$ cat src/hdl/lcube_pkg.sv
package lcube_pkg;

    // Cube edge length; rows and layers wrap at this count.
    localparam int CUBE_SIZE = 8;

    // The frame store always has 64 entries; a smaller cube uses the lower part.
    localparam int STORE_DEPTH = 64;
    localparam int STORE_AW    = $clog2(STORE_DEPTH);
    localparam int FRAME_LEN   = CUBE_SIZE * CUBE_SIZE;

    // Scan position widths and the wrap limits.
    localparam int POS_W = 3;
    localparam logic [POS_W-1:0] LAST_POS = POS_W'(CUBE_SIZE - 1);
    localparam logic [STORE_AW:0] LAST_BYTE = (STORE_AW + 1)'(FRAME_LEN - 1);

    // Item kinds carried on the input tuser bit.
    localparam logic KIND_BYTE = 1'b0;
    localparam logic KIND_TICK = 1'b1;

    // Register reset value and the all-off select pattern.
    localparam logic [7:0] START_MARKER_RESET = 8'hF2;
    localparam logic [7:0] SEL_ALL_OFF        = 8'hFF;

    // Store address of a scanned row: row * CUBE_SIZE + layer.
    function automatic logic [STORE_AW-1:0] scan_addr(input logic [POS_W-1:0] row,
                                                      input logic [POS_W-1:0] layer);
        logic [STORE_AW+POS_W:0] full;
        full = (STORE_AW + POS_W + 1)'(row) * (STORE_AW + POS_W + 1)'(CUBE_SIZE)
             + (STORE_AW + POS_W + 1)'(layer);
        return full[STORE_AW-1:0];
    endfunction

endpackage

$ cat src/hdl/led_cube_frame_loader_and_scanner.sv
// Frame loader and multiplex scanner for an LED cube. Every input transaction
// (a received byte or a scan tick, told apart by s_tuser) yields exactly one
// result transaction, one per clock cycle when both sides keep moving. Each
// result passes through the frame store's registered read and then through
// the output register. In idle, a byte equal to the start marker opens a
// frame and the next 64 bytes fill the store in order; the last one is
// flagged with m_tlast. A tick while idle drives one row of the current layer
// (m_tuser = 1) and steps the scan; ticks during upload give an all-off
// result. The store reads as zero after reset through per-entry valid bits,
// so no clearing pass is needed. The user must write the start marker through
// cfg_wr_en/cfg_wr_data while the block is idle; the block does not enforce it.
module led_cube_frame_loader_and_scanner
    import lcube_pkg::*;
(
    input  logic        aclk,
    input  logic        aresetn,
    // Configuration: start marker register
    input  logic        cfg_wr_en,
    input  logic [7:0]  cfg_wr_data,
    // Input channel
    input  logic        s_tvalid,
    output logic        s_tready,
    input  logic [7:0]  s_tdata,    // [7:0] data_byte
    input  logic        s_tuser,    // [0] item_kind
    // Result channel
    output logic        m_tvalid,
    input  logic        m_tready,
    output logic [23:0] m_tdata,    // [7:0] column_bits, [15:8] layer_select_n,
                                    // [23:16] row_select_n
    output logic        m_tuser,    // [0] drive_valid
    output logic        m_tlast     // frame_done
);

    // Control state
    logic [7:0]          start_marker_reg;
    logic                receiving_reg, receiving_next;
    logic [STORE_AW-1:0] byte_count_reg, byte_count_next;
    logic [POS_W-1:0]    scan_row_reg, scan_row_next;
    logic [POS_W-1:0]    scan_layer_reg, scan_layer_next;

    // Frame store and its per-entry valid bits
    logic [7:0]             store_mem [STORE_DEPTH];
    logic [STORE_DEPTH-1:0] store_ok_reg;

    // Read stage
    logic                s1_valid_reg;
    logic                s1_drive_reg;
    logic                s1_done_reg;
    logic [POS_W-1:0]    s1_row_reg;
    logic [POS_W-1:0]    s1_layer_reg;
    logic [7:0]          s1_rd_reg;
    logic                s1_rd_ok_reg;

    // Output register
    logic                out_valid_reg;
    logic [23:0]         out_data_reg;
    logic                out_drive_reg;
    logic                out_done_reg;

    logic                s_accept;
    logic                advance;
    logic                is_tick;
    logic                wr_en;
    logic                scan_now;
    logic                done_now;
    logic [STORE_AW-1:0] rd_addr;
    logic [7:0]          layer_n;
    logic [7:0]          row_n;

    // Handshake: the read stage moves on when the output register is free.
    assign advance  = !out_valid_reg || m_tready;
    assign s_tready = !s1_valid_reg || advance;
    assign s_accept = s_tvalid && s_tready;
    assign is_tick  = (s_tuser == KIND_TICK);

    // Upload and scan state update for the accepted transaction.
    always_comb begin
        receiving_next  = receiving_reg;
        byte_count_next = byte_count_reg;
        scan_row_next   = scan_row_reg;
        scan_layer_next = scan_layer_reg;
        wr_en           = 1'b0;
        done_now        = 1'b0;
        scan_now        = 1'b0;
        if (s_accept) begin
            if (!is_tick) begin
                if (!receiving_reg) begin
                    if (s_tdata == start_marker_reg) begin
                        receiving_next  = 1'b1;
                        byte_count_next = '0;
                    end
                end else begin
                    wr_en = 1'b1;
                    if ({1'b0, byte_count_reg} >= LAST_BYTE) begin
                        receiving_next  = 1'b0;
                        byte_count_next = '0;
                        done_now        = 1'b1;
                    end else begin
                        byte_count_next = byte_count_reg + 1'b1;
                    end
                end
            end else if (!receiving_reg) begin
                scan_now = 1'b1;
                if (scan_row_reg >= LAST_POS) begin
                    scan_row_next   = '0;
                    scan_layer_next = (scan_layer_reg >= LAST_POS) ? '0
                                                                   : scan_layer_reg + 1'b1;
                end else begin
                    scan_row_next = scan_row_reg + 1'b1;
                end
            end
        end
    end

    assign rd_addr = scan_addr(scan_row_reg, scan_layer_reg);

    // Control registers
    always_ff @(posedge aclk) begin
        if (!aresetn) begin
            start_marker_reg <= START_MARKER_RESET;
            receiving_reg    <= 1'b0;
            byte_count_reg   <= '0;
            scan_row_reg     <= '0;
            scan_layer_reg   <= '0;
            store_ok_reg     <= '0;
            s1_valid_reg     <= 1'b0;
            out_valid_reg    <= 1'b0;
        end else begin
            if (cfg_wr_en) begin
                start_marker_reg <= cfg_wr_data;
            end
            receiving_reg  <= receiving_next;
            byte_count_reg <= byte_count_next;
            scan_row_reg   <= scan_row_next;
            scan_layer_reg <= scan_layer_next;
            if (wr_en) begin
                store_ok_reg[byte_count_reg] <= 1'b1;
            end
            if (s_accept) begin
                s1_valid_reg <= 1'b1;
            end else if (advance) begin
                s1_valid_reg <= 1'b0;
            end
            if (advance) begin
                out_valid_reg <= s1_valid_reg;
            end
        end
    end

    // Frame store: one write port, one registered read port.
    always_ff @(posedge aclk) begin
        if (wr_en) begin
            store_mem[byte_count_reg] <= s_tdata;
        end
        if (s_accept) begin
            s1_rd_reg <= store_mem[rd_addr];
        end
    end

    // Read stage payload
    always_ff @(posedge aclk) begin
        if (s_accept) begin
            s1_drive_reg <= scan_now;
            s1_done_reg  <= done_now;
            s1_row_reg   <= scan_row_reg;
            s1_layer_reg <= scan_layer_reg;
            s1_rd_ok_reg <= store_ok_reg[rd_addr];
        end
    end

    // Select encodings: one bit cleared per active layer and row.
    assign layer_n = s1_drive_reg ? ~(8'h01 << s1_layer_reg) : SEL_ALL_OFF;
    assign row_n   = s1_drive_reg ? ~(8'h80 >> s1_row_reg)   : SEL_ALL_OFF;

    // Output register
    always_ff @(posedge aclk) begin
        if (advance) begin
            out_data_reg  <= {row_n, layer_n,
                              (s1_drive_reg && s1_rd_ok_reg) ? s1_rd_reg : 8'h00};
            out_drive_reg <= s1_drive_reg;
            out_done_reg  <= s1_done_reg;
        end
    end

    assign m_tvalid = out_valid_reg;
    assign m_tdata  = out_data_reg;
    assign m_tuser  = out_drive_reg;
    assign m_tlast  = out_done_reg;

`ifndef SYNTHESIS
    // A driven row selects exactly one layer and one row.
    a_drive_one_cold: assert property (@(posedge aclk) disable iff (!aresetn)
        (m_tvalid && m_tuser) |-> ($onehot(~m_tdata[15:8]) && $onehot(~m_tdata[23:16])))
        else $error("driven row does not select exactly one layer and row");

    // A blanked result has all columns and selects off.
    a_blank_all_off: assert property (@(posedge aclk) disable iff (!aresetn)
        (m_tvalid && !m_tuser) |-> (m_tdata == 24'hFFFF00))
        else $error("blanked result is not all off");

    // An upload ends only with the byte that is flagged as frame end.
    a_upload_end: assert property (@(posedge aclk) disable iff (!aresetn)
        ($past(aresetn) && $fell(receiving_reg)) |-> (s1_valid_reg && s1_done_reg))
        else $error("upload ended without a frame end flag");

    // The scan position never moves during an upload.
    a_scan_hold: assert property (@(posedge aclk) disable iff (!aresetn)
        receiving_reg |=> ($stable(scan_row_reg) && $stable(scan_layer_reg)))
        else $error("scan position moved during upload");
`endif

endmodule
$ cat config.mk
export PLATFORM = sky130hd
export DESIGN_NAME = led_cube_frame_loader_and_scanner
export DESIGN_NICKNAME = d
export VERILOG_FILES = /design/src/hdl/lcube_pkg.sv /design/src/hdl/led_cube_frame_loader_and_scanner.sv
export SDC_FILE = /design/constraint.sdc
export NUM_CORES = 1
export LEC_CHECK = 0
export BUFFER_PORTS_ARGS = -buffer_cell sky130_fd_sc_hd__buf_4
export CORE_ASPECT_RATIO = 1.1
export CORE_UTILIZATION = 60
export CTS_CLUSTER_DIAMETER = 50
export DETAILED_ROUTE_END_ITERATION = 8
export GPL_TIMING_DRIVEN = 0
export HOLD_SLACK_MARGIN = 0.05
export PLACE_DENSITY = 0.85
export REMOVE_ABC_BUFFERS = 1
export SLEW_MARGIN = 30
export SYNTH_ARGS = -nofsm -noshare
export SYNTH_HDL_FRONTEND = slang
export SYNTH_SLANG_ARGS = --single-unit
$ cat constraint.sdc
create_clock -name aclk -period 3.5 [get_ports aclk]
set_input_delay 1.05 -clock aclk [delete_from_list [all_inputs] [get_ports aclk]]
set_output_delay 1.05 -clock aclk [all_outputs]
set_load 0.05 [all_outputs]
# Yosys cells after proc, flatten, opt, wreduce, memory -nomap -nowiden
# Memory sizes are Yosys's and may differ from the RTL's. A register that Yosys moved wholly into a read port is not among the register bits.
# Index checks and enable logic that the tools add are counted.
[totals]
mem_bits_rw = 512
latchBits = 0
mem_count = 1
ff_bits = 122
mem_bits_ro = 0
output_inout_bits = 28
in_bits = 22
wordCells = 71
[op_classes]
add_sub_neg = 4
eq_ne = 1
n_reduce_logical = 14
mul = 0
shift = 2
n_mux = 21
order_cmp = 6
div = 0
n_bitwise = 5
[mem_list]
columns = ["memory", "depth", "width", "read_ports", "rd_clocked_by_memory_dff", "wr", "line_no", "rtl"]
rows = [
  ["store_mem", 64, 8, 1, 1, 1, "led_cube_frame_loader_and_scanner.sv:42", "logic [7:0] store_mem [STORE_DEPTH];"],
]
[ops]
columns = ["operator", "n"]
rows = [
  ["$or 64x64->64", 1],
  ["$mux 6", 3],
  ["$not 8->8", 2],
  ["$lt 6x7->1 const B", 2],
  ["$mux 1", 14],
  ["$eq 8x8->1", 1],
  ["$shl 1x3->8 const A", 1],
  ["$shr 8x3->8 const A", 1],
  ["$add 3x1->3 const B", 2],
  ["$add 6x1->6 const B", 1],
  ["$add 6x3->6", 1],
  ["$bmux 1 s6", 1],
  ["$demux 1 s6", 1],
  ["$ge 3x3->1 const B", 2],
  ["$ge 6x1->1 const B", 1],
  ["$ge 6x6->1 const B", 1],
  ["$mux 3", 2],
  ["$reduce_and 3->1", 2],
  ["$reduce_and 4->1", 1],
  ["$reduce_bool 2->1", 2],
  ["$logic_and 1x1->1", 3],
  ["$logic_not 1->1", 2],
  ["$logic_or 1x1->1", 2],
  ["$not 1->1", 2],
  ["other kinds (2)", 2],
]

# Depth between registers and ports, before layout
# Gate-level depths: netlist (run 1).
[depth]
word_depth = 7
depth_mapped = 9
depth_no_buf = 7

# Least setup slack after synthesis (run 1)
# Ideal clock, no wire load.
[synth_path]
kind = "input to register"
from = "input port m_tready"
to = "memory store_mem[27][0], enable pin"
arrival_ps = 2416
path_stages = 5
path_buffers = 2
setup_slack_ps = 710
setup_time_ps = 374
required_time_ps = 3126
cell_sequence = "and3b_1 > buf_6 > or4b_1 > buf_4 > nor2_1"
[synth_via]
elab_chain_cells = 6
[synth_lines]
columns = ["item", "line_no", "rtl"]
rows = [
  ["start, declared", "led_cube_frame_loader_and_scanner.sv:27", "input logic m_tready,"],
  ["$logic_or 1x1->1", "led_cube_frame_loader_and_scanner.sv:71", "assign advance = !out_valid_reg || m_tready;"],
  ["$logic_or 1x1->1", "led_cube_frame_loader_and_scanner.sv:72", "assign s_tready = !s1_valid_reg || advance;"],
  ["$logic_and 1x1->1", "led_cube_frame_loader_and_scanner.sv:73", "assign s_accept = s_tvalid && s_tready;"],
  ["$mux 1", "led_cube_frame_loader_and_scanner.sv:85", "if (s_accept) begin"],
  ["$mux 1", "led_cube_frame_loader_and_scanner.sv:152", "if (wr_en) begin"],
  ["$mux 1 (implied by the code)", "led_cube_frame_loader_and_scanner.sv:153", "store_mem[byte_count_reg] <= s_tdata;"],
  ["end, declared", "led_cube_frame_loader_and_scanner.sv:42", ""],
]
# Every way passes these cells.

# Worst setup path in the final report (run 1)
[layout_path]
from = "register scan_layer_reg[0]"
to = "register s1_rd_reg[7] (read register of store_mem), data pin"
[layout_via]
elab_chain_cells = 1
[layout_lines]
columns = ["item", "line_no", "rtl"]
rows = [
  ["start, declared", "led_cube_frame_loader_and_scanner.sv:39", "logic [POS_W-1:0] scan_layer_reg, scan_layer_next;"],
  ["start signal, assigned", "led_cube_frame_loader_and_scanner.sv:135", "scan_layer_reg <= scan_layer_next;"],
  ["$add 6x3->6", "lcube_pkg.sv:29", "+ (STORE_AW + POS_W + 1)'(layer);"],
  ["end, declared", "led_cube_frame_loader_and_scanner.sv:51", "logic [7:0] s1_rd_reg;"],
]
# Every way passes these cells.
# A chain may end at the register's enable or synchronous reset.

==> results.cfg, run 1 <==
[final_layout]
fillCellCount = 2389
nNetsFinal = 1383
final_layout_size_suffix_gt1_frac = 0.2335
postLayoutCellArea_sq_um = 27700
post_route_insts_no_fill = 1918
final_cell_mix = sky130_fd_sc_hd__edfxtp_1 (555), sky130_fd_sc_hd__mux4_2 (144), sky130_fd_sc_hd__dfxtp_1 (83)
synthToLayoutAreaGrowth_pct = 11.74
layout.cells.most_common = sky130_fd_sc_hd__edfxtp_1
max_reg_flops = 512
n_antenna_cell = 0

[global_route]
globalRouteTotalUtil = 0.2595
global_route_wire_length_before_repair_um = 80550
global_route.overflow_total = 0
vias_in_the_first_global_route = 13220
antenna_violations_before_repair = 0
maximum_number_of_pins_on_one_net_before_global_route_repair = 88

[timing]
pnr_worst_setup_slack_ps = 329.6
rsz0062_at_grt = no
max_freq_ghz = 0.3154
timing.final.hold_violations = 0
final.hold.worst_slack_ps = 426.8
final_period_minus_worst_setup_slack_ps = 3170
timing_max_transition_violations_final = 0
worst_slew_margin_rel = 0.3384
clock_skew_ps = 27.40
setup_violations = 0
min_period_over_period = 0.9058
max_slew.worst_pin.slew_ps = 988.7

[pwr]
share_comb_of_total_power = 0.025
power.internal_mw = 12.22
max-vdd-ir-drop_uv = 367.5
swShare = 0.2000
power_frac_seq = 0.547
p_switching_mw = 3.054
cellPowerDensity_nw_per_um2 = 551.4
cellLeakagePower_nw = 8.644
power_mw = 15.27
part_of_the_power_in_the_clock_network = 0.428

[cts]
tritoncts.num_buffers = 58
clk_latency_ps = 620
cts_sinks = 642
cts_repair_resize_count = 0
tritoncts = built
post-cts-setup-buffer-count = 0
clock_tree.root_cell = sky130_fd_sc_hd__clkbuf_16
cts_htree_levels = 2
clk_transition_reported_paths_ps = 70
max-clock-path-buffers = 3
post_cts_hold_buffer_count = 0

[routing]
drc = 0
drt_first_iter_violations = 1518
wl_per_cell_um = 27.65
drt_pass1_iterations = 5
post_drt_via_cell_ratio = 6.715
vias = 12880
ant_nets = 0
total_wirelength_of_the_detailed_routed_design_um = 53040

[floorplanning]
core_region_area_sq_um = 40460
fp.dieH_um = 215.2
die_width_um = 195.8
io_pins = 50
die_area_sq_um = 42130
start_util = 0.6126
placement_rows = 77

[synthesis]
synth_top_cells_by_area = sky130_fd_sc_hd__edfxtp_1 (67%), sky130_fd_sc_hd__mux4_2 (13%), sky130_fd_sc_hd__dfxtp_1 (7.0%)
netlist_instances = 1310
yosys.area.top_type = sky130_fd_sc_hd__edfxtp_1
ys_ff_latch = 642
mappedNetlistArea_sq_um = 24790
dominantRegCellSynth = sky130_fd_sc_hd__edfxtp_1
count_of_flip_flops_with_a_built_in_enable_after_synthesis = 555
ys.warnings.count = 0
synthArstFlopShare = 0
synth_largest_type_area_fraction = 0.6723
share_of_synthesized_area_occupied_by_flip_flops_and_latches = 0.7426
yosys.cell_types.count = 50
synthesized_area_per_cell_sq_um = 18.92

[hold_path]
hold_path_startpoint = s1_done_reg
hp-class = register to register
min_to = m_tlast
hold_depth = 0

[setup_path]
required_time_at_the_endpoint_of_the_critical_path_ps = 3850
timing.critical_path.arrival_ps = 3520
worst-setup-path-type = register to register
end_kind = register
ff2ff_path_depth = 7
cp-start-kind = register
critical_path.reg2reg.startpoint = scan_layer_reg[0]
worst-r2r-setup-slack_ps = 330
worst_r2r_endpoint = s1_rd_reg[7]
timing.critical_path.fanout_max = 29

[outcome]
outcome = finished, final reports clean

[placed_design]
port_buffers = 49
place_congestion = 0.8046
post-place-cells = 1808
dp_slack_ps = -60.14
placedInstanceArea_sq_um = 25660
post-dp-hpwl_um = 31030

[flow_run]
drv.max_cap_violation_count = 0
==> logic make-up (layout without fill, tap and decap cells) <==
kind of cell,after synthesis,in the layout,share of synthesized area
buffers and inverters,80,175,0.01797
adder cells (fa/ha/maj),5,5,0.002524
AND/OR/NAND/NOR,242,242,0.04795
flip-flops,642,642,0.7426
XOR/XNOR,8,8,0.002827
AO/OA/AOI/OAI,162,162,0.04442
multiplexers,171,171,0.1417
==> critical path, stage by stage, from the launching register on <==
cell and delay [ps]:
sky130_fd_sc_hd__dfxtp_4 610, sky130_fd_sc_hd__buf_16 300, sky130_fd_sc_hd__buf_12 270, sky130_fd_sc_hd__mux4_2 530, sky130_fd_sc_hd__a22oi_1 400, sky130_fd_sc_hd__nand3_1 130
sky130_fd_sc_hd__o21ai_0 490, sky130_fd_sc_hd__nor2_1 120
==> synthesized netlist by cell type, drive strengths merged, types with 9 or more instances <==
master  number
nand3       50
buf         43
clkbuf      33
o221ai       9
o21a        64
o22ai       18
mux2i       27
o21ai       27
nor2b       18
a22oi       18
nand2       40
edfxtp     555
nor3         9
dfxtp       87
nor2        82
a21oi       15
mux4       144
==> final cells by class <==
| class | instances | area, sq um | area share |
|---|---|---|---|
| Clock inverter | 32 | 371.6 | 0.01342 |
| Multi-Input combinational cell | 588 | 5976 | 0.2157 |
| Clock buffer | 77 | 1623 | 0.05859 |
| Sequential cell | 642 | 18420 | 0.6651 |
| Timing Repair Buffer | 62 | 648.1 | 0.02340 |
| Inverter | 4 | 15.01 | 0.0005421 |
| Tap cell | 513 | 641.9 | 0.02317 |
==> layer usage <==
| metal | global-route usage | vias to the layer above | routed length (um) |
|---|---|---|---|
| li1 | - | 5375 | - |
| met1 | 0.3441 | 6614 | 19640 |
| met5 | 0 | - | 0 |
| met4 | 0.1276 | 0 | 2485 |
| met2 | 0.4227 | 748 | 26550 |
| met3 | 0.04253 | 143 | 4356 |
==> metrics by stage <==
stage,util,setup TNS [ps]
detailed placement,0.6342,-599.0
CTS,0.6835,0
global placement,0.6269,-76230
floorplan,-,-37820
finish,0.6845,0
global route,0.6845,0
==> power groups by stage <==
| stage | registers (mW) | logic, mW | clock network [mW] |
|---|---|---|---|
| after floorplan | 8.58 | 0.0967 | 0 |
| after global placement | 8.54 | 0.336 | 0 |
| after detailed placement | 8.52 | 0.370 | 0 |
| after CTS | 8.36 | 0.373 | 6.59 |
| after global routing | 8.36 | 0.397 | 6.88 |
| final | 8.36 | 0.378 | 6.53 |
==> worst max-delay path by stage <==
stage                            startpoint  depth (start not counted)               end  slack (ps)
after detailed placement           m_tready                          5  store_mem[49][7]         -60
after global placement    scan_layer_reg[0]                          5      s1_rd_reg[0]       -6070
after floorplan           scan_layer_reg[0]                          5      s1_rd_ok_reg       -2990
final                     scan_layer_reg[0]                          7      s1_rd_reg[7]         330
after global routing      scan_layer_reg[0]                          7      s1_rd_reg[7]         250
after CTS                 scan_layer_reg[0]                          7      s1_rd_reg[7]         340
Power figures use the tool's default switching activity.
==> run 2: changes to the inputs <==
CTS_CLUSTER_SIZE = 28   (was not set)
PLACE_DENSITY = not set   (was 0.85)
PLACE_DENSITY_LB_ADDON = 0.25   (was not set)
==> results.cfg, run 2 (synthesis gave the netlist of run 1 again) <==
[setup_path]
ff2ff_path_depth = 6
critical_path.reg2reg.startpoint = scan_layer_reg[0]
end_kind = output port
worst_r2r_endpoint = s1_rd_ok_reg
required_time_at_the_endpoint_of_the_critical_path_ps = 2450
critPathCapture = s_tready
worst-setup-path-type = primary input to output port
cp-start-kind = primary input
worst-r2r-setup-slack_ps = 660
timing.critical_path.from = m_tready
timing.critical_path.arrival_ps = 2000
timing.critical_path.fanout_max = 7

[final_layout]
nNetsFinal = 1365
fin_util = 0.6722
final_layout_size_suffix_gt1_frac = 0.2216
n_antenna_cell = 0
final_cell_mix = sky130_fd_sc_hd__edfxtp_1 (555), sky130_fd_sc_hd__mux4_2 (144), sky130_fd_sc_hd__dfxtp_1 (83)
layout.cells.most_common = sky130_fd_sc_hd__edfxtp_1
max_reg_flops = 512
synthToLayoutAreaGrowth_pct = 9.721

[global_route]
globalRouteTotalUtil = 0.2424
antenna_violations_before_repair = 1
maximum_number_of_pins_on_one_net_before_global_route_repair = 88
global_route_wire_length_before_repair_um = 75530
global_route.overflow_total = 0
vias_in_the_first_global_route = 12320

[floorplanning]
core_region_area_sq_um = 40460
placement_rows = 77
start_util = 0.6126
die_width_um = 195.8
fp.dieH_um = 215.2
die_area_sq_um = 42130
io_pins = 50

[cts]
cts_sinks = 642
clock_tree.root_cell = sky130_fd_sc_hd__clkbuf_16
cts_htree_levels = 2
tritoncts.num_buffers = 43
post_cts_hold_buffer_count = 0
clk_transition_reported_paths_ps = 90
cts_repair_resize_count = 0
max-clock-path-buffers = 3
tritoncts = built
post-cts-setup-buffer-count = 0
clk_latency_ps = 590

[placed_design]
place_congestion = 0.8595
post-dp-hpwl_um = 29530
port_buffers = 49

[timing]
min_period_over_period = 0.8717
setup_violations = 0
rsz0062_at_grt = no
worst_slew_margin_rel = 0.3281
clock_skew_ps = 22.08
timing.final.hold_violations = 0
max_slew.worst_pin.slew_ps = 998.7
final_period_minus_worst_setup_slack_ps = 3051
fin_setup_tns_ps = 0
timing_max_transition_violations_final = 0
max_freq_ghz = 0.3278

[outcome]
outcome = finished, final reports clean

[hold_path]
hp-class = register to register

[routing]
drt_pass1_iterations = 5
wl_per_cell_um = 26.36
vias = 12310
drc = 0
drt_first_iter_violations = 1250
ant_nets = 0
total_wirelength_of_the_detailed_routed_design_um = 49680
post_drt_via_cell_ratio = 6.531

[pwr]
cellPowerDensity_nw_per_um2 = 524.0
cellLeakagePower_nw = 8.389
max-vdd-ir-drop_uv = 474.6

[flow_run]
drv.max_cap_violation_count = 0
## run 2: changes by cell type in the layout (fill, tap and decap cells not counted), moves of 3 or more
cell	previous run	this run
sky130_fd_sc_hd__clkbuf_16	58	45
sky130_fd_sc_hd__clkbuf_8	10	2
sky130_fd_sc_hd__clkbuf_1	9	2
sky130_fd_sc_hd__clkinv_2	9	2
sky130_fd_sc_hd__clkinv_1	5	0
sky130_fd_sc_hd__clkinv_8	1	6
sky130_fd_sc_hd__inv_6	2	7
sky130_fd_sc_hd__inv_8	1	6
sky130_fd_sc_hd__bufinv_16	7	3
sky130_fd_sc_hd__nor2_1	69	72
## run 2: metrics by stage
stage	instances	instance area, sq um	hold slack [ps]	setup WS [ps]	power (mW)
after global placement	1796	25370	405.5	-6518	8.875
after global routing	1885	27200	418.0	463.8	14.60
after detailed placement	1806	25630	405.4	37.63	8.891
final	1885	27200	423.1	449.1	14.25
after floorplan	1234	24360	400.3	-2989	8.673
after CTS	1885	27180	419.8	486.6	14.31
## run 2: final cells by class
cell class / instances / area, sq um
repair buffers: 59 / 601.8
well taps: 513 / 641.9
fillers: 2563 / 13270
clock inverters: 30 / 392.9
multi-input cells: 588 / 5963
clock buffers: 49 / 1161
inverters: 4 / 15.01
flip-flops and latches: 642 / 18420
## run 2: worst min-delay path by stage
stage / start / to / slack, ps / depth (start not counted)
final: s1_done_reg / m_tlast / 420 / 0
after global routing: s1_done_reg / m_tlast / 420 / 0
after CTS: s1_done_reg / m_tlast / 420 / 0
after detailed placement: s1_done_reg / m_tlast / 410 / 0
after global placement: s1_done_reg / m_tlast / 410 / 0
after floorplan: s1_done_reg / m_tlast / 400 / 0
## run 2: routing by layer
layer	vias to the layer above	wire, um	GRT usage
li1	5331	-	-
met1	6327	20370	0.3498
met2	548	23680	0.3751
met3	103	3817	0.04379
met4	2	1801	0.09115
met5	-	14	0
## run 2: power breakdown
part	switching, mW	internal [mW]
Clock	2.77	2.77
Combinational	0.275	0.0896
Sequential	0.0289	8.32
Total	3.07	11.2
## run 2: worst max-delay path, cell delays in order
cell and delay [ps]:
sky130_fd_sc_hd__buf_4 120, sky130_fd_sc_hd__and3b_1 470, sky130_fd_sc_hd__inv_2 140, sky130_fd_sc_hd__buf_4 220
==> run 3: changes to the inputs <==
RECOVER_POWER = 25   (was not set)
==> results.cfg, run 3 (synthesis gave the netlist of run 1 again) <==
[outcome]
outcome = finished, violations left
violations = max-capacitance violations, max-slew violations

[floorplanning]
fp.dieH_um = 215.2
die_width_um = 195.8
placement_rows = 77
core_region_area_sq_um = 40460
io_pins = 50
start_util = 0.6126
die_area_sq_um = 42130

[routing]
wl_met1_um = 20640
wl_met3_um = 3515
vias = 12310
post_drt_via_cell_ratio = 6.529
drc = 0
total_wirelength_of_the_detailed_routed_design_um = 49690
drt_first_iter_violations = 1252
wl_per_cell_um = 26.36
ant_nets = 0
detailroute.wirelength.met2_um = 23670
drt_pass1_iterations = 6
dr.max_layer_used = met5

[cts]
tritoncts = built
post_cts_hold_buffer_count = 0
cts_repair_resize_count = 0
clk_latency_ps = 590
tritoncts.num_buffers = 43
cts_sinks = 642
cts_htree_levels = 2
max-clock-path-buffers = 3
clk_transition_reported_paths_ps = 90
post-cts-setup-buffer-count = 0
clock_tree.root_cell = sky130_fd_sc_hd__clkbuf_16

[timing]
min_period_over_period = 0.8764
timing_max_transition_violations_final = 88
timing.final.hold_violations = 0
max_freq_ghz = 0.3260
final_period_minus_worst_setup_slack_ps = 3067
clock_skew_ps = 23.93
setup_violations = 0
rsz0062_at_grt = no
worst_slew_margin_rel = -0.2692
max_slew.worst_pin.slew_ps = 1904

[placed_design]
place_congestion = 0.8595
post-dp-hpwl_um = 29530
placedInstanceArea_sq_um = 25630
port_buffers = 49

[global_route]
vias_in_the_first_global_route = 12320
maximum_number_of_pins_on_one_net_before_global_route_repair = 88
global_route_wire_length_before_repair_um = 75530
global_route.overflow_total = 0
globalRouteTotalUtil = 0.2424
antenna_violations_before_repair = 1

[setup_path]
end_kind = output port
timing.critical_path.arrival_ps = 2020
required_time_at_the_endpoint_of_the_critical_path_ps = 2450
worst-setup-path-type = primary input to output port
cp-start-kind = primary input
timing.critical_path.fanout_max = 7

[final_layout]
layout.cells.most_common = sky130_fd_sc_hd__edfxtp_1
postLayoutCellArea_sq_um = 27190
synthToLayoutAreaGrowth_pct = 9.681
n_antenna_cell = 0
max_reg_flops = 512
final_layout_size_suffix_gt1_frac = 0.2208
final_cell_mix = sky130_fd_sc_hd__edfxtp_1 (555), sky130_fd_sc_hd__mux4_2 (144), sky130_fd_sc_hd__dfxtp_1 (84)
nNetsFinal = 1365

[pwr]
power_mw = 14.25
cellPowerDensity_nw_per_um2 = 524.2
max-vdd-ir-drop_uv = 475.3
cellLeakagePower_nw = 8.386

[flow_run]
drv.max_cap_violation_count = 1

[hold_path]
hp-class = register to register
[run 3: changes by cell type in the layout (fill, tap and decap cells not counted), sizes merged]
| cell | previous run | this run |
|---|---|---|
| buf | 59 | 58 |
| clkbuf | 49 | 50 |
[run 3: worst max-delay path, cell delays in order]
cell                      delay [ps]
sky130_fd_sc_hd__buf_4           120
sky130_fd_sc_hd__and3b_1         470
sky130_fd_sc_hd__inv_2           150
sky130_fd_sc_hd__buf_4           220
[run 3: layout make-up]
cell class	instances	area, sq um
flip-flops and latches	642	18420
fillers	2565	13280
multi-input cells	588	5963
clock buffers	49	1161
well taps	513	641.9
repair buffers	59	595.6
clock inverters	30	392.9
inverters	4	15.01
[run 3: power breakdown]
| part | internal (mW) | leakage (nW) | switching (mW) |
|---|---|---|---|
| Clock | 2.77 | 0.749 | 2.77 |
| Combinational | 0.0896 | 1.92 | 0.275 |
| Sequential | 8.32 | 5.72 | 0.0290 |
[run 3: metrics by stage]
stage	std cells	hold slack (ps)	TNS, ps	util	setup WS (ps)
finish	1885	422.9	0	0.6719	432.6
global route	1885	418.0	0	0.6719	463.8
CTS	1885	419.8	0	0.6717	486.6
detailed placement	1806	405.4	0	0.6333	37.63
global placement	1796	405.5	-80180	0.6269	-6518
floorplan	1234	400.3	-37820	-	-2989
[run 3: final timing paths]
path | from | endpoint | slack, ps | cells past startpoint
worst max-delay path | m_tready | s_tready | 430 | 4
worst min-delay path | s1_done_reg | m_tlast | 420 | 0
worst max register to register | scan_layer_reg[2] | s1_rd_ok_reg | 660 | 6
worst min register to register | s1_done_reg | m_tlast | 420 | 0
[run 3: routing by layer]
metal	vias to the layer above	GRT usage
met1	6345	0.3498
met5	-	0
met3	107	0.04379
met4	2	0.09115
met2	522	0.3751
li1	5331	-
